## src/hrpc_pkg.sv

```systemverilog
// shared constants and types for the rotation pulse counter
package hrpc_pkg;

    localparam int unsigned SAMPLE_W  = 10;
    localparam int unsigned COUNT_W   = 16;
    localparam int unsigned PERIOD_W  = 8;
    localparam int unsigned TICK_W    = 8;
    localparam int unsigned QUALIFY_W = 3;
    localparam int unsigned ADDR_W    = 4;
    localparam int unsigned DATA_W    = 32;

    localparam logic [TICK_W-1:0]    TICKS_PER_SECOND = 8'd200;
    localparam logic [QUALIFY_W-1:0] QUALIFY_LIMIT    = 3'd3;

    localparam logic                RST_ENABLE    = 1'b1;
    localparam logic [PERIOD_W-1:0] RST_PERIOD    = 8'd0;
    localparam logic [SAMPLE_W-1:0] RST_THRESHOLD = 10'd8;
    localparam logic [SAMPLE_W-1:0] RST_MIDPOINT  = 10'd511;

    typedef enum logic [1:0] {
        REG_ENABLE    = 2'd0,
        REG_PERIOD    = 2'd1,
        REG_THRESHOLD = 2'd2,
        REG_MIDPOINT  = 2'd3
    } reg_idx_t;

    typedef struct packed {
        logic step;
        logic clear;
    } ctrl_t;

endpackage

```

## src/hrpc_debounce.sv

```systemverilog
// distance from midpoint and debounced field on/off detector
module hrpc_debounce (
    input  logic                           clk,
    input  logic                           rst_n,
    input  hrpc_pkg::ctrl_t                ctrl,
    input  logic [hrpc_pkg::SAMPLE_W-1:0]  sample,
    input  logic [hrpc_pkg::SAMPLE_W-1:0]  threshold,
    input  logic [hrpc_pkg::SAMPLE_W-1:0]  midpoint,
    output logic                           fall
);

    logic                           field_on_reg;
    logic                           field_on_next;
    logic [hrpc_pkg::QUALIFY_W-1:0] qualify_reg;
    logic [hrpc_pkg::QUALIFY_W-1:0] qualify_next;
    logic [hrpc_pkg::SAMPLE_W-1:0]  distance;
    logic [hrpc_pkg::QUALIFY_W-1:0] qualify_inc;
    logic                           moving;
    logic                           qualified;

    assign distance = (sample >= midpoint) ? (sample - midpoint) : (midpoint - sample);

    // exactly at threshold neither side counts
    assign moving = (!field_on_reg && (distance > threshold)) ||
                    (field_on_reg && (distance < threshold));

    assign qualify_inc = qualify_reg + 3'd1;
    assign qualified   = qualify_inc > hrpc_pkg::QUALIFY_LIMIT;

    assign fall = ctrl.step && moving && qualified && field_on_reg;

    always_comb
    begin
        field_on_next = field_on_reg;
        qualify_next  = qualify_reg;
        if (ctrl.clear)
        begin
            qualify_next = '0;
        end
        else if (ctrl.step && moving)
        begin
            if (qualified)
            begin
                qualify_next  = '0;
                field_on_next = !field_on_reg;
            end
            else
            begin
                qualify_next = qualify_inc;
            end
        end
    end

    always_ff @(posedge clk or negedge rst_n)
    begin
        if (!rst_n)
        begin
            field_on_reg <= 1'b0;
            qualify_reg  <= '0;
        end
        else
        begin
            field_on_reg <= field_on_next;
            qualify_reg  <= qualify_next;
        end
    end

    a_qualify_bounded: assert property (@(posedge clk) disable iff (!rst_n)
        qualify_reg <= hrpc_pkg::QUALIFY_LIMIT)
        else $error("qualify count passed its limit");

endmodule

```

## src/hrpc_report.sv

```systemverilog
// rotation accumulator and seconds timer for period reports
module hrpc_report (
    input  logic                           clk,
    input  logic                           rst_n,
    input  hrpc_pkg::ctrl_t                ctrl,
    input  logic                           fall,
    input  logic [hrpc_pkg::PERIOD_W-1:0]  period,
    output logic                           report_valid,
    output logic [hrpc_pkg::COUNT_W-1:0]   report_value
);

    logic [hrpc_pkg::COUNT_W-1:0]  total_reg;
    logic [hrpc_pkg::COUNT_W-1:0]  total_next;
    logic [hrpc_pkg::TICK_W-1:0]   tick_reg;
    logic [hrpc_pkg::TICK_W-1:0]   tick_next;
    logic [hrpc_pkg::PERIOD_W-1:0] second_reg;
    logic [hrpc_pkg::PERIOD_W-1:0] second_next;
    logic                          immediate;
    logic [hrpc_pkg::COUNT_W-1:0]  total_inc;
    logic [hrpc_pkg::TICK_W-1:0]   tick_inc;
    logic [hrpc_pkg::PERIOD_W-1:0] second_inc;
    logic                          second_wrap;
    logic                          period_done;

    assign immediate   = (period == '0);
    assign total_inc   = total_reg + {{(hrpc_pkg::COUNT_W-1){1'b0}}, (fall && !immediate)};
    assign tick_inc    = tick_reg + 8'd1;
    assign second_wrap = ctrl.step && (tick_inc >= hrpc_pkg::TICKS_PER_SECOND);
    assign second_inc  = second_reg + 8'd1;
    assign period_done = second_wrap && !immediate && (second_inc >= period);

    always_comb
    begin
        total_next  = total_reg;
        tick_next   = tick_reg;
        second_next = second_reg;
        if (ctrl.clear)
        begin
            total_next  = '0;
            tick_next   = '0;
            second_next = '0;
        end
        else if (ctrl.step)
        begin
            total_next = total_inc;
            tick_next  = tick_inc;
            if (second_wrap)
            begin
                tick_next = '0;
                if (!immediate)
                begin
                    second_next = second_inc;
                end
                if (period_done)
                begin
                    second_next = '0;
                    total_next  = '0;
                end
            end
        end
    end

    // immediate mode and a period report never fall on the same tick
    always_comb
    begin
        report_valid = 1'b0;
        report_value = '0;
        if (fall && immediate)
        begin
            report_valid = 1'b1;
            report_value = 16'd1;
        end
        else if (period_done)
        begin
            report_valid = 1'b1;
            report_value = total_inc;
        end
    end

    always_ff @(posedge clk or negedge rst_n)
    begin
        if (!rst_n)
        begin
            total_reg  <= '0;
            tick_reg   <= '0;
            second_reg <= '0;
        end
        else
        begin
            total_reg  <= total_next;
            tick_reg   <= tick_next;
            second_reg <= second_next;
        end
    end

    a_tick_bounded: assert property (@(posedge clk) disable iff (!rst_n)
        tick_reg < hrpc_pkg::TICKS_PER_SECOND)
        else $error("tick count reached a full second without wrapping");

    a_idle_counts: assert property (@(posedge clk) disable iff (!rst_n)
        (period == '0) |-> ((second_reg == '0) && (total_reg == '0)))
        else $error("counters moved in immediate mode");

    a_second_bounded: assert property (@(posedge clk) disable iff (!rst_n)
        (period != '0) |-> (second_reg < period))
        else $error("second count passed the report period");

endmodule

```

## src/hall_rotation_pulse_counter_core.sv

```systemverilog
// top level: register file, sample and result stages, detector and report logic
// each sample is registered in the sample stage, then moves into the result register when the pipe advances
// throughput: one sample per cycle while results are taken, set by the single stage between input and result registers
// the result register frees as it is taken, so a stalled result only holds the pipe when full
// reset: enable 1, period 0, threshold 8, midpoint 511, field absent, all counters zero
module hall_rotation_pulse_counter_core (
    input  logic                          clk,
    input  logic                          rst_n,
    input  logic                          psel,
    input  logic                          penable,
    input  logic                          pwrite,
    input  logic [hrpc_pkg::ADDR_W-1:0]   paddr,
    input  logic [hrpc_pkg::DATA_W-1:0]   pwdata,
    output logic [hrpc_pkg::DATA_W-1:0]   prdata,
    output logic                          pready,
    input  logic                          sample_valid,
    output logic                          sample_ready,
    input  logic [hrpc_pkg::SAMPLE_W-1:0] sample,
    output logic                          result_valid,
    input  logic                          result_ready,
    output logic                          rotation_pulse,
    output logic                          report_valid,
    output logic [hrpc_pkg::COUNT_W-1:0]  report_value
);

    logic                          enable_reg;
    logic [hrpc_pkg::PERIOD_W-1:0] period_reg;
    logic [hrpc_pkg::SAMPLE_W-1:0] threshold_reg;
    logic [hrpc_pkg::SAMPLE_W-1:0] midpoint_reg;
    hrpc_pkg::reg_idx_t            reg_idx;
    logic                          cfg_write;

    logic                          s1_valid_reg;
    logic [hrpc_pkg::SAMPLE_W-1:0] sample_reg;
    logic                          result_valid_reg;
    logic                          pulse_reg;
    logic                          report_valid_reg;
    logic [hrpc_pkg::COUNT_W-1:0]  report_value_reg;

    logic                          advance;
    logic                          fire;
    hrpc_pkg::ctrl_t               ctrl;
    logic                          fall;
    logic                          rep_valid;
    logic [hrpc_pkg::COUNT_W-1:0]  rep_value;

    assign pready    = 1'b1;
    assign reg_idx   = hrpc_pkg::reg_idx_t'(paddr[3:2]);
    assign cfg_write = psel && penable && pwrite;

    always_ff @(posedge clk or negedge rst_n)
    begin
        if (!rst_n)
        begin
            enable_reg    <= hrpc_pkg::RST_ENABLE;
            period_reg    <= hrpc_pkg::RST_PERIOD;
            threshold_reg <= hrpc_pkg::RST_THRESHOLD;
            midpoint_reg  <= hrpc_pkg::RST_MIDPOINT;
        end
        else if (cfg_write)
        begin
            unique case (reg_idx)
                hrpc_pkg::REG_ENABLE:    enable_reg    <= pwdata[0];
                hrpc_pkg::REG_PERIOD:    period_reg    <= pwdata[hrpc_pkg::PERIOD_W-1:0];
                hrpc_pkg::REG_THRESHOLD: threshold_reg <= pwdata[hrpc_pkg::SAMPLE_W-1:0];
                hrpc_pkg::REG_MIDPOINT:  midpoint_reg  <= pwdata[hrpc_pkg::SAMPLE_W-1:0];
                default: ;
            endcase
        end
    end

    always_comb
    begin
        prdata = '0;
        unique case (reg_idx)
            hrpc_pkg::REG_ENABLE:    prdata[0] = enable_reg;
            hrpc_pkg::REG_PERIOD:    prdata[hrpc_pkg::PERIOD_W-1:0] = period_reg;
            hrpc_pkg::REG_THRESHOLD: prdata[hrpc_pkg::SAMPLE_W-1:0] = threshold_reg;
            hrpc_pkg::REG_MIDPOINT:  prdata[hrpc_pkg::SAMPLE_W-1:0] = midpoint_reg;
            default: ;
        endcase
    end

    // pipe moves whenever the result register is empty or being taken
    assign advance      = !result_valid_reg || result_ready;
    assign fire         = s1_valid_reg && advance;
    assign sample_ready = !s1_valid_reg || advance;

    assign ctrl.step  = fire && enable_reg;
    assign ctrl.clear = cfg_write && (reg_idx == hrpc_pkg::REG_PERIOD);

    hrpc_debounce u_debounce (
        .clk       (clk),
        .rst_n     (rst_n),
        .ctrl      (ctrl),
        .sample    (sample_reg),
        .threshold (threshold_reg),
        .midpoint  (midpoint_reg),
        .fall      (fall)
    );

    hrpc_report u_report (
        .clk          (clk),
        .rst_n        (rst_n),
        .ctrl         (ctrl),
        .fall         (fall),
        .period       (period_reg),
        .report_valid (rep_valid),
        .report_value (rep_value)
    );

    always_ff @(posedge clk or negedge rst_n)
    begin
        if (!rst_n)
        begin
            s1_valid_reg     <= 1'b0;
            result_valid_reg <= 1'b0;
        end
        else
        begin
            if (sample_ready)
            begin
                s1_valid_reg <= sample_valid;
            end
            if (advance)
            begin
                result_valid_reg <= s1_valid_reg;
            end
        end
    end

    always_ff @(posedge clk)
    begin
        if (sample_ready && sample_valid)
        begin
            sample_reg <= sample;
        end
        if (fire)
        begin
            pulse_reg        <= fall;
            report_valid_reg <= rep_valid;
            report_value_reg <= rep_value;
        end
    end

    assign result_valid   = result_valid_reg;
    assign rotation_pulse = pulse_reg;
    assign report_valid   = report_valid_reg;
    assign report_value   = report_value_reg;

    a_stall_holds_stage: assert property (@(posedge clk) disable iff (!rst_n)
        (s1_valid_reg && !advance) |=> (s1_valid_reg && $stable(sample_reg)))
        else $error("sample stage lost its request during a stall");

endmodule

```

## config.mk

```make
export PLATFORM = sky130hd
export DESIGN_NAME = hall_rotation_pulse_counter_core
export DESIGN_NICKNAME = d
export VERILOG_FILES = /design/src/hrpc_pkg.sv /design/src/hrpc_debounce.sv /design/src/hrpc_report.sv /design/src/hall_rotation_pulse_counter_core.sv
export SDC_FILE = /design/constraint.sdc
export NUM_CORES = 1
export LEC_CHECK = 0
export BUFFER_PORTS_ARGS = -buffer_cell sky130_fd_sc_hd__buf_2
export CORE_MARGIN = 2
export CORE_UTILIZATION = 51
export DETAILED_ROUTE_END_ITERATION = 10
export GPL_TIMING_DRIVEN = 0
export PLACE_DENSITY = 0.83
export SYNTH_ARGS = -nofsm -noshare
export SYNTH_HDL_FRONTEND = slang
export SYNTH_SLANG_ARGS = --single-unit
export TNS_END_PERCENT = 10
```

## constraint.sdc

```tcl
create_clock -name clk -period 5.35 [get_ports clk]
set_input_delay 0.535 -clock clk [delete_from_list [all_inputs] [get_ports clk]]
set_output_delay 0.535 -clock clk [all_outputs]
set_load 0.02 [all_outputs]
```

# --- Word level (Yosys, flattened, before mapping) ---
# Index checks and enable logic that the tools add are counted.
totals:
  reg_bits: 95
  latchBits: 0
  ramBits: 0
  mem_bits_ro: 0
  in_bits: 53
  out_inout_bits: 53
  wordCells: 90
  mem_count: 0
classes:
  add_sub_neg: 6
  n_mul: 0
  div_mod_pow: 0
  order_cmp: 6
  eq_ne: 4
  shifts: 0
  n_mux: 21
  bitwise: 2
  n_reduce_logical: 35
ops:
  columns: ["op", "n"]
  rows:
  - ["16-bit two-way mux", 4]
  - ["8-bit two-way mux", 8]
  - ["7-bit case mux with 3 select lines", 1]
  - ["10-bit subtractor", 2]
  - ["16-bit by 1-bit adder with 16-bit output", 1]
  - ["8-bit by 1-bit adder with 8-bit output, second input constant", 2]
  - ["1-bit logical AND", 16]
  - ["10-bit greater-or-equal comparator", 1]
  - ["10-bit > comparator", 1]
  - ["10-bit < comparator", 1]
  - ["10-bit two-way mux", 1]
  - ["3-bit two-way mux", 3]
  - ["8-bit greater-or-equal comparator", 1]
  - ["8-bit greater-or-equal comparator, second input constant", 1]
  - ["8-bit logical NOT", 1]
  - ["2-bit AND reduction", 4]
  - ["3-bit AND reduction", 2]
  - ["2-bit nonzero test", 3]
  - ["2-bit == test, second input constant", 2]
  - ["1-bit logical NOT", 4]
  - ["1-bit case mux with 4 select lines", 1]
  - ["2-bit case mux with 2 select lines", 1]
  - ["3-bit by 1-bit adder with 3-bit output, second input constant", 1]
  - ["3-bit by 2-bit > comparator with 1-bit output, second input constant", 1]
  - ["other kinds (7)", 11]

# --- Longest topological paths before layout ---
# Gate-level depths: netlist of the first run.
logic_depth:
  word_depth: 14
  mapped_depth: 27
  ltp_nobuf: 26

# --- Cells and area by module ---
# From an unflattened synthesis of the first run, not the netlist that was laid out.
unflattened:
  cells_unflattened: 632
  hier_area_um2: 6278.5
modules_own_cells:
  columns: ["module", "instances", "cells_per_inst", "area_each_um2"]
  rows:
  - ["hall_rotation_pulse_counter_core", 1, 158, 2452.4]
  - ["hrpc_report", 1, 284, 2421.1]
  - ["hrpc_debounce", 1, 190, 1405.1]

# --- Worst setup path before layout of the first run ---
# OpenSTA, ideal clock, no wires.
synth_timing:
  path_type: "register to register"
  start: "register midpoint_reg[0] (netlist bit)"
  end: "register report_value_reg (netlist bit report_value[12]) (data pin)"
  arrival_time_ns: 4.903
  setup_slack_ns: 0.190
  stages_incl_launch_ff: 26
  n_path_buf: 0
  synth_period_minus_slack_ns: 5.160
  path_cell_list: "dfstp_2 -> ha_1 -> inv_1 -> fa_1 -> a21o_1 -> a21oi_1 -> a31o_4 -> a21oi_4 -> a311o_2 -> a32oi_1 -> xnor2_1 -> ha_1 -> a21o_1 -> a21o_1 -> a21oi_1 -> o21a_1 -> nand4_1 -> a21oi_1 -> ha_1 -> ha_1 -> and3_1 -> and4_1 -> nand2_1 -> nor3_1 -> xnor2_1 -> nor2_1"
synth_via:
  elab_chain_cells: 10
synth_lines:
  columns: ["item", "line_no", "text"]
  rows:
  - ["from (decl)", "hall_rotation_pulse_counter_core.sv:29", "logic [hrpc_pkg::SAMPLE_W-1:0] midpoint_reg;"]
  - ["from (signal assigned)", "hall_rotation_pulse_counter_core.sv:58", "midpoint_reg <= hrpc_pkg::RST_MIDPOINT;"]
  - ["from (signal assigned)", "hall_rotation_pulse_counter_core.sv:66", "hrpc_pkg::REG_MIDPOINT: midpoint_reg <= pwdata[hrpc_pkg::SAMPLE_W-1:0];"]
  - ["10-bit subtractor / 10-bit greater-or-equal comparator (equally long branches)", "hrpc_debounce.sv:21", "assign distance = (sample >= midpoint) ? (sample - midpoint) : (midpoint - sample);"]
  - ["10-bit two-way mux (*)", "hrpc_debounce.sv:21", null]
  - ["10-bit > comparator / 10-bit < comparator (equally long branches)", "hrpc_debounce.sv:24, hrpc_debounce.sv:25", null]
  - ["1-bit logical AND, on equally long branches", "hrpc_debounce.sv:24, hrpc_debounce.sv:25", null]
  - ["1-bit logical OR (*)", "hrpc_debounce.sv:24", "assign moving = (!field_on_reg && (distance > threshold)) ||"]
  - ["1-bit logical AND (*) (3 in series)", "hrpc_debounce.sv:30", "assign fall = ctrl.step && moving && qualified && field_on_reg;"]
  - ["1-bit logical AND, on equally long branches", "hrpc_report.sv:26, hrpc_report.sv:68", null]
  - ["16-bit by 1-bit adder with 16-bit output / 2-bit OR reduction (equally long branches)", null, null]
  - ["to (signal assigned)", "hall_rotation_pulse_counter_core.sv:142", "report_value_reg <= rep_value;"]
  - ["to (decl)", "hall_rotation_pulse_counter_core.sv:38", "logic [hrpc_pkg::COUNT_W-1:0] report_value_reg;"]
# Mark *: on every way between the ends. The rest lies on a longest branch, timed or not.
# A chain may end at the register's enable or synchronous reset.

# --- Worst setup path after layout of the first run ---
layout_timing:
  start: "register midpoint_reg[5] (netlist bit)"
  end: "register report_value_reg (netlist bit report_value[12]) (data pin)"
# The elaborated chain is that of the path after synthesis.

==> results of run 1 <==
==> layer usage <==
layer  part of all wire  track usage  vias to the layer above
li1                   -            -                     2382
met4              0.028       0.0862                        0
met2               0.49        0.388                      289
met3              0.088       0.0498                       44
met1               0.39        0.308                     2501
met5                  0            0                        -
==> critical path: stages, from the launching register on <==
cell and delay [ns]:
dfstp_2 0.56, inv_2 0.05, ha_4 0.26, buf_6 0.11, nor2_1 0.04, or3_1 0.40
a31o_4 0.24, a21oi_4 0.24, buf_8 0.16, mux2i_2 0.23, xnor2_1 0.18, ha_1 0.29
a21o_1 0.16, a21o_1 0.17, a211oi_2 0.30, o21a_1 0.20, nand4_1 0.21, a21oi_2 0.20
ha_2 0.24, ha_4 0.15, and3_4 0.20, and4_4 0.27, nand2_4 0.09, nor3_4 0.18
xnor2_1 0.14, nor2_1 0.07
==> report_power, final <==
group          internal, W  leakage, nW  switching [W]  total [W]
Clock             0.000330        0.143       0.000319   0.000649
Combinational     0.000452         2.09       0.000541   0.000993
Sequential        0.000853         1.13      0.0000840   0.000937
Total              0.00164         3.36       0.000944    0.00258
==> stage by stage <==
stage | TNS (ns) | cell area [µm²] | util | hold WS, ns | std cells
2_1_floorplan | 0 | 6110 | - | 0.239 | 647
3_3_place_gp | -3.56 | 6570 | 0.573 | 0.484 | 847
3_5_place_dp | -7.57 | 6570 | 0.573 | 0.497 | 847
4_1_cts | -0.0332 | 7050 | 0.615 | 0.314 | 869
5_1_grt | -3.81 | 7290 | 0.636 | 0.340 | 890
6_report | -1.78 | 7290 | 0.636 | 0.282 | 890
==> Yosys cell counts (all sizes together), types with 4 or more instances <==
master,count
xor2,18
a32o,6
nand2b,6
edfxtp,28
nand4,10
dfstp,11
a22o,9
inv,43
a21o,12
a21oi,23
mux2i,9
ha,44
nor2,50
dfrtp,56
o31ai,4
clkbuf,13
nand3,18
mux2,14
a211oi,4
xnor2,26
nor2b,13
nand2,66
nor4,4
or3,4
nor3,6
nor3b,4
buf,30
o21ai,45
and3,13
==> area by class of cell <==
class,instances,area [µm²]
Tap cell,143,179
Sequential cell,95,2530
Buffer,42,278
Inverter,43,164
Clock inverter,7,72.6
Multi-Input combinational cell,466,3340
Clock buffer,9,225
Fill cell,822,4180
Timing Repair Buffer,85,505
==> cells by family after synthesis <==
kind of cell,count (synthesis),share of synthesized area
compound gates,124,0.137
flops,95,0.420
buf+inv,86,0.0714
mux,24,0.0448
xor+xnor,44,0.0639
fa+ha+maj,46,0.0980
other cells,2,0.00125
simple gates,205,0.164
==> repair_timing <==
action | in CTS | in global routing
pin swaps | 13 | 29
resized for setup | 28 | 20
setup buffers | 7 | 21
endpoints found under the setup margin | 23 | 18
==> path summary, 6_finish.rpt <==
| kind | slack, ns | startpoint | cells after the start | endpoint |
|---|---|---|---|---|
| setup / recovery | -0.26 | midpoint_reg[5]$_DFFE_PN1P_ | 25 | report_value[12]$_SDFFCE_PP0P_ |
| hold / removal | 0.28 | rst_n | 1 | u_report.total_reg[7]$_DFFE_PN0P_ |
| setup reg to reg | -0.26 | midpoint_reg[5]$_DFFE_PN1P_ | 25 | report_value[12]$_SDFFCE_PP0P_ |
| hold reg to reg | 0.52 | threshold_reg[4]$_DFFE_PN0P_ | 1 | threshold_reg[4]$_DFFE_PN0P_ |
| max in group asynchronous | 4.51 | rst_n | 1 | threshold_reg[4]$_DFFE_PN0P_ |
| min in group clk | 0.34 | sample[7] | 1 | sample_reg[7]$_DFFE_PP_ |
==> flow_summary.yaml, run 1 <==
status:
  status: "complete, but fails checks"
  violations: "negative setup slack"
logic_synthesis:
  synth_top_flop_cell: "dfrtp_1"
  synth_area_mm2: 0.00603
  synth.avg_cell_area_um2: 9.63
  yosysTopAreaCell: "dfrtp_1"
  synth_edf_count: 28
  yosysWarningCount: 0
  synth-async-reset-ratio: 0.705
  syn_inst: 626
  ys_ff_latch: 95
  yosysUniqueCellTypes: 57
  synth_top_cell_area_share: 0.232
  synth_sequential_area_ratio: 0.420
  yosys-top-cells-area: "dfrtp_1 23%, edfxtp_1 14%, ha_1 9.1%"
clock_network:
  clkLatencyLatePin_ns: 0.36
  cts.clk_slew.worst_paths_ns: 0.08
  htreeDepth: 3
  cts_tree: "yes"
  clk_path_buf_depth: 2
  clock_sinks: 95
  numCtsBuffers: 9
  holdBufCountCts: 0
  clockRootBuffer: "clkbuf_16"
route:
  vias_per_cell: 5.86
  antenna_left: 0
  drcViolationCount: 0
  drt-pass1-iter-count: 5
  drtIter0Drc: 559
  wl_per_cell_um: 17.6
  wl_mm: 15.6
  vias: 5216
die:
  rows: 39
  io_pins: 106
  core_mm2: 0.0115
  die_h_um: 113
  dieArea_mm2: 0.0127
  initial_utilization: 0.526
  die_x_um: 113
power:
  peakVddDrop_mv: 0.193
  powerDensity_mw_per_mm2: 354
  leakage_nw: 3.36
  finalPower_w: 0.00258
timing:
  period_share: 1.05
  skew_ns: 0.0136
  tightest_slew_ns: 0.966
  finalSetupViolCount: 13
  drv_slew: 0
  max_freq_mhz: 178
  rsz0062_at_grt: "yes"
  period_needed_ns: 5.61
  finalWorstSetupSlack_ns: -0.264
  slew_headroom: 0.355
  hold_viol_final: 0
finish:
  antenna_cells: 0
  final_common_cell: "nand2_1"
  layout-drive-gt1-share: 0.262
  area_growth_pct: 21.0
  nNetsFinal: 841
  final_cell_mix: "63 x nand2_1, 59 x buf_2, 56 x dfrtp_1"
global_routing:
  grt_max_degree: 68
  grt_pass1_vias: 5014
  grt_use_total: 0.235
  grt_pass1_wl_mm: 24.1
  grt_overflow: 0
  grt_antenna_before_repair: 0
placement:
  gp_congestion: 0.873
  dp_slack_ns: -0.633
  io_buffer_count: 57
  dp_hpwl_mm: 10.3
setup_path:
  arrival_ns: 5.73
  crit_required_ns: 5.46
  cp_max_fo: 8
  worstSetupEndpointType: "register"
  start_kind: "register"
  path_class: "reg2reg"
min_path:
  min_path_type: "in2async"
run:
  max_cap_violations: 0
Power figures use the tool's default switching activity.
==> inputs of run 2 (changes only) <==
--- a/config.mk
+++ b/config.mk
@@ -7,10 +7,11 @@
 export LEC_CHECK = 0
 export BUFFER_PORTS_ARGS = -buffer_cell sky130_fd_sc_hd__buf_2
 export CORE_MARGIN = 2
-export CORE_UTILIZATION = 51
+export CORE_UTILIZATION = 50
 export DETAILED_ROUTE_END_ITERATION = 10
 export GPL_TIMING_DRIVEN = 0
-export PLACE_DENSITY = 0.83
+export PLACE_DENSITY = 0.81
+export RECOVER_POWER = 50
 export SYNTH_ARGS = -nofsm -noshare
 export SYNTH_HDL_FRONTEND = slang
 export SYNTH_SLANG_ARGS = --single-unit
==> run 2 against run 1 <==
  * The run ends with max-capacitance violations, max-slew violations, negative setup slack left
  * Worst setup slack better by 0.23 ns
  * Via count decreased by 0.59%
  * Non-clock buffer count grew 7
  * Global-route usage down 1.5 points
  * Combinational power increased by 4%
  * Final area rose by 0.33%
  * Fmax up 4.3%
  * Register-to-register slack gained 0.23 ns
  * Sequential power is essentially flat
  * Hold slack better by 0.076 ns
  * Clock skew decreased by 0.0023 ns
==> flow_summary.yaml, run 2 (same netlist as run 1, synthesis figures left out) <==
status:
  status: "complete, but fails checks"
  violations: "max-capacitance violations, max-slew violations, negative setup slack"
timing:
  rsz0062_at_grt: "yes"
  drv_slew: 68
  hold_ws_ns: 0.358
  period_share: 1.01
  skew_ns: 0.0113
  hold_viol_final: 0
  slew_headroom: -1.42
  max_freq_mhz: 186
  period_needed_ns: 5.38
  tightest_slew_ns: 3.63
  finalWorstSetupSlack_ns: -0.0329
  finalSetupViolCount: 1
die:
  initial_utilization: 0.506
  io_pins: 106
  dieArea_mm2: 0.0130
  rows: 40
  die_x_um: 114
  core_mm2: 0.0119
  die_h_um: 114
finish:
  seq_area_mm2: 0.00253
  area_growth_pct: 21.4
  multi_input_comb_area_mm2: 0.00334
  fin_cells: 901
  fillers: 925
  layout-drive-gt1-share: 0.241
  postLayoutCoreUtil: 0.614
  final_cell_mix: "63 x nand2_1, 57 x buf_4, 56 x dfrtp_1"
  final_common_cell: "nand2_1"
  antenna_cells: 0
  nNetsFinal: 848
setup_path:
  rrSetupSlack_ns: -0.03
  reg2reg_from: "midpoint_reg[5]$_DFFE_PN1P_"
  r2r_end: "report_value[12]$_SDFFCE_PP0P_"
  arrival_ns: 5.49
  worstSetupEndpointType: "register"
  r2r.worst_path.cells: 25
  path_class: "reg2reg"
  start_kind: "register"
  crit_required_ns: 5.46
  max_stage_delay_ns: 0.58
  cp_max_fo: 6
  slowest_stage: "dfstp_2"
min_path:
  whs_endpoint: "sample_reg[9]$_DFFE_PP_"
  hp-start: "sample[9]"
  hold_depth: 1
  min_path_type: "in2reg"
power:
  leakage_nw: 3.34
  peakVddDrop_mv: 0.203
  powerDensity_mw_per_mm2: 357
  power.share.switching: 0.362
  power_switching_w: 0.000946
  p_seq_frac: 0.358
  p_int_w: 0.00167
  comb_power_share: 0.394
  clkPwrFrac: 0.248
clock_network:
  clk_path_buf_depth: 2
  clkLatencyLatePin_ns: 0.35
  clock_sinks: 95
  cts.clk_slew.worst_paths_ns: 0.08
  holdBufCountCts: 0
  clockRootBuffer: "clkbuf_16"
  numCtsBuffers: 9
  htreeDepth: 3
  cts_tree: "yes"
run:
  max_cap_violations: 1
route:
  drcViolationCount: 0
  wl_per_cell_um: 16.7
  antenna_left: 0
  vias_per_cell: 5.75
  wl_mm: 15.1
  drtIter0Drc: 407
  drt-pass1-iter-count: 5
  vias: 5185
global_routing:
  grt_antenna_before_repair: 0
  grt_max_degree: 68
  grt_overflow: 0
  grt_pass1_vias: 4778
  grt_use_total: 0.220
  grt_pass1_wl_mm: 22.9
placement:
  io_buffer_count: 57
  placed_cells: 851
  gp_congestion: 0.883
  dp_hpwl_mm: 10.0
[run 2: final cells by class]
cell class,instances,share of cell area
Sequential cell,95,0.346
Clock inverter,7,0.00958
Multi-Input combinational cell,466,0.456
Tap cell,147,0.0251
Timing Repair Buffer,92,0.0720
Clock buffer,9,0.0308
Inverter,43,0.0224
Buffer,42,0.0380
[run 2: power by group through the flow]
stage	clock network (W)	logic, W	registers [W]
2_1_floorplan	0	0.000591	0.000932
3_3_place_gp	0	0.000752	0.000937
3_5_place_dp	0	0.000784	0.000944
4_1_cts	0.000655	0.000886	0.000930
5_1_grt	0.000685	0.00111	0.000945
6_report	0.000648	0.00103	0.000935
[run 2: metal layers]
| metal | vias up | track usage | wire, µm |
|---|---|---|---|
| met3 | 45 | 0.0441 | 997 |
| met5 | - | 0 | 0 |
| met2 | 253 | 0.357 | 7100 |
| met4 | 0 | 0.0764 | 436 |
| li1 | 2389 | - | - |
| met1 | 2498 | 0.295 | 6540 |
[run 2: per-stage QoR]
step | worst slack (ns) | TNS [ns] | total power, W | instance area, µm²
after global routing | -0.241 | -1.81 | 0.00274 | 7320
after CTS | 0.0325 | 0 | 0.00247 | 7050
after detailed placement | -0.531 | -5.58 | 0.00173 | 6580
after global placement | -0.458 | -3.65 | 0.00169 | 6580
final | -0.0329 | -0.0329 | 0.00261 | 7320
after floorplan | 0.190 | 0 | 0.00152 | 6110
[run 2: worst max-delay path: cells and delay by family (launching register included)]
kind	cells	cell delay, ns
AO/OA/AOI/OAI	8	1.61
AND/OR/NAND/NOR	8	1.34
adder cells (fa/ha/maj)	4	0.96
flip-flops	1	0.58
XOR/XNOR	2	0.33
buffers and inverters	3	0.31
[run 2: repair_timing]
item                                   CTS  global route
buffers inserted                        13            22
gates resized for setup                 21            29
endpoints found under the hold margin    0             0
pin swaps                               12            29
cloned                                   0             0
setup endpoints to repair               23            18
[run 2: how the worst max path moves through the flow]
stage / from / to / slack (ns) / cells past startpoint
final: midpoint_reg[5]$_DFFE_PN1P_ / report_value[12]$_SDFFCE_PP0P_ / -0.03 / 25
after global routing: midpoint_reg[5]$_DFFE_PN1P_ / report_value[12]$_SDFFCE_PP0P_ / -0.24 / 25
after CTS: midpoint_reg[0]$_DFFE_PN1P_ / report_value[12]$_SDFFCE_PP0P_ / 0.03 / 26
after detailed placement: midpoint_reg[0]$_DFFE_PN1P_ / report_value[12]$_SDFFCE_PP0P_ / -0.53 / 25
after global placement: midpoint_reg[0]$_DFFE_PN1P_ / report_value[12]$_SDFFCE_PP0P_ / -0.46 / 25
after floorplan: midpoint_reg[0]$_DFFE_PN1P_ / report_value[12]$_SDFFCE_PP0P_ / 0.19 / 25
==> inputs of run 3 (changes only) <==
--- a/config.mk
+++ b/config.mk
@@ -12,6 +12,7 @@
 export GPL_TIMING_DRIVEN = 0
 export PLACE_DENSITY = 0.81
 export RECOVER_POWER = 50
+export SETUP_SLACK_MARGIN = 0.05
 export SYNTH_ARGS = -nofsm -noshare
 export SYNTH_HDL_FRONTEND = slang
 export SYNTH_SLANG_ARGS = --single-unit
==> run 3 against run 2 <==
  * The run still ends with max-capacitance violations, max-slew violations, negative setup slack left
  * Final area barely moved
  * Non-clock buffer count did not move
  * Die area did not move
  * Critical path depth did not move
  * Routed wire length barely moved
  * Cell count did not move
  * Fmax rose by 0.38%
  * First-iteration DRC count rose by 4.7%
  * Clock-buffer cell count did not move
  * Sequential power barely moved
  * Core utilization barely moved
  * Register-to-register slack improved by 0.02 ns
  * Highest routed layer unchanged
==> flow_summary.yaml, run 3 (same netlist as run 1, synthesis figures left out) <==
route:
  wl_per_cell_um: 16.7
  antenna_left: 0
  drcViolationCount: 0
  wl_mm: 15.1
  drt-pass1-iter-count: 6
  vias: 5217
  drtIter0Drc: 426
  vias_per_cell: 5.79
die:
  core_mm2: 0.0119
  rows: 40
  die_h_um: 114
  dieArea_mm2: 0.0130
  io_pins: 106
  initial_utilization: 0.506
  die_x_um: 114
global_routing:
  grt_pass1_vias: 4793
  grt_pass1_wl_mm: 22.9
  grt_overflow: 0
  grt_use_total: 0.220
  grt_max_degree: 68
  grt_antenna_before_repair: 0
min_path:
  min_path_type: "in2reg"
finish:
  area_growth_pct: 21.4
  fin_area_mm2: 0.00732
  final_cell_mix: "63 x nand2_1, 57 x buf_4, 56 x dfrtp_1"
  antenna_cells: 0
  nNetsFinal: 848
  fillers: 924
  final_common_cell: "nand2_1"
  layout-drive-gt1-share: 0.243
timing:
  hold_ws_ns: 0.357
  period_needed_ns: 5.36
  drv_slew: 68
  max_freq_mhz: 186
  tightest_slew_ns: 3.63
  rsz0062_at_grt: "yes"
  period_share: 1.00
  final.setup.tns_ns: -0.0123
  hold_viol_final: 0
  slew_headroom: -1.42
  finalWorstSetupSlack_ns: -0.0123
  skew_ns: 0.0106
  finalSetupViolCount: 1
setup_path:
  worstSetupEndpointType: "register"
  critPathTopFamily: "simple AND/OR/NAND/NOR gates"
  path_buf_inv: 4
  path_class: "reg2reg"
  start_kind: "register"
  slowest_stage: "dfstp_2"
  arrival_ns: 5.47
  cp_max_fo: 6
  crit_required_ns: 5.46
  max_stage_delay_ns: 0.57
clock_network:
  numCtsBuffers: 9
  cts.clk_slew.worst_paths_ns: 0.08
  clockRootBuffer: "clkbuf_16"
  cts_tree: "yes"
  holdBufCountCts: 0
  clkLatencyLatePin_ns: 0.35
  clock_sinks: 95
  clk_path_buf_depth: 2
  htreeDepth: 3
status:
  violations: "max-capacitance violations, max-slew violations, negative setup slack"
  status: "complete, but fails checks"
power:
  peakVddDrop_mv: 0.204
  leakage_nw: 3.34
  powerDensity_mw_per_mm2: 357
placement:
  io_buffer_count: 57
  dp_hpwl_mm: 10.0
  gp_congestion: 0.883
  place_area_mm2: 0.00658
run:
  max_cap_violations: 1
## run 3: cell counts in the layout (fill, tap and decap cells not counted)
No cell type changed its count.
## run 3: what timing repair did
| item | CTS | global route |
|---|---|---|
| setup endpoints to repair | 24 | 18 |
| buffers inserted | 14 | 21 |
| pin swaps | 12 | 31 |
| resized for setup | 22 | 29 |
| endpoints found under the hold margin | 0 | 0 |
## run 3: layer usage
layer | routed length [µm] | up-vias | global-route usage
met2 | 7130 | 293 | 0.358
met5 | 0 | - | 0
met1 | 6260 | 2473 | 0.294
met3 | 1230 | 57 | 0.0441
li1 | - | 2394 | -
met4 | 464 | 0 | 0.0764
## run 3: per-stage QoR
stage / setup slack, ns / total power (W) / std cells / utilization
floorplan: 0.190 / 0.00152 / 647 / -
global placement: -0.458 / 0.00169 / 851 / 0.552
detailed placement: -0.531 / 0.00173 / 851 / 0.552
CTS: 0.0633 / 0.00248 / 880 / 0.593
global route: -0.233 / 0.00274 / 901 / 0.614
finish: -0.0123 / 0.00261 / 901 / 0.614
## run 3: worst reg2reg max path, delay by kind of cell, from the launching register on
family	cells	cell delay, ns
xor+xnor	2	0.37
fa+ha+maj	4	0.92
flops	1	0.57
mux	1	0.26
compound gates	6	1.16
buf+inv	4	0.49
simple gates	8	1.34
## run 3: where the power goes
part | leakage, nW | switching [W] | internal [W]
clock | 0.144 | 0.000315 | 0.000332
combinational | 2.07 | 0.000546 | 0.000482
sequential | 1.13 | 0.0000823 | 0.000853
## run 3: path summary, 6_finish.rpt
path                                         startpoint                                 end  slack [ns]  cells after the start
min in group asynchronous                         rst_n  u_report.total_reg[12]$_DFFE_PN0P_        1.42                      1
setup / recovery            midpoint_reg[5]$_DFFE_PN1P_      report_value[12]$_SDFFCE_PP0P_       -0.01                     25
setup reg to reg            midpoint_reg[5]$_DFFE_PN1P_      report_value[12]$_SDFFCE_PP0P_       -0.01                     25
hold reg to reg            threshold_reg[4]$_DFFE_PN0P_        threshold_reg[4]$_DFFE_PN0P_        0.51                      1
hold / removal                                sample[9]             sample_reg[9]$_DFFE_PP_        0.36                      1
max in group asynchronous                         rst_n           period_reg[4]$_DFFE_PN0P_        1.89                      1
## run 3: cell type report
type	count	area (µm²)	area share
Multi-Input combinational cell	466	3340	0.456
Sequential cell	95	2530	0.346
Inverter	43	164	0.0224
Clock inverter	7	70.1	0.00957
Clock buffer	9	225	0.0308
Buffer	42	278	0.0380
Timing Repair Buffer	92	527	0.0720
Tap cell	147	184	0.0251
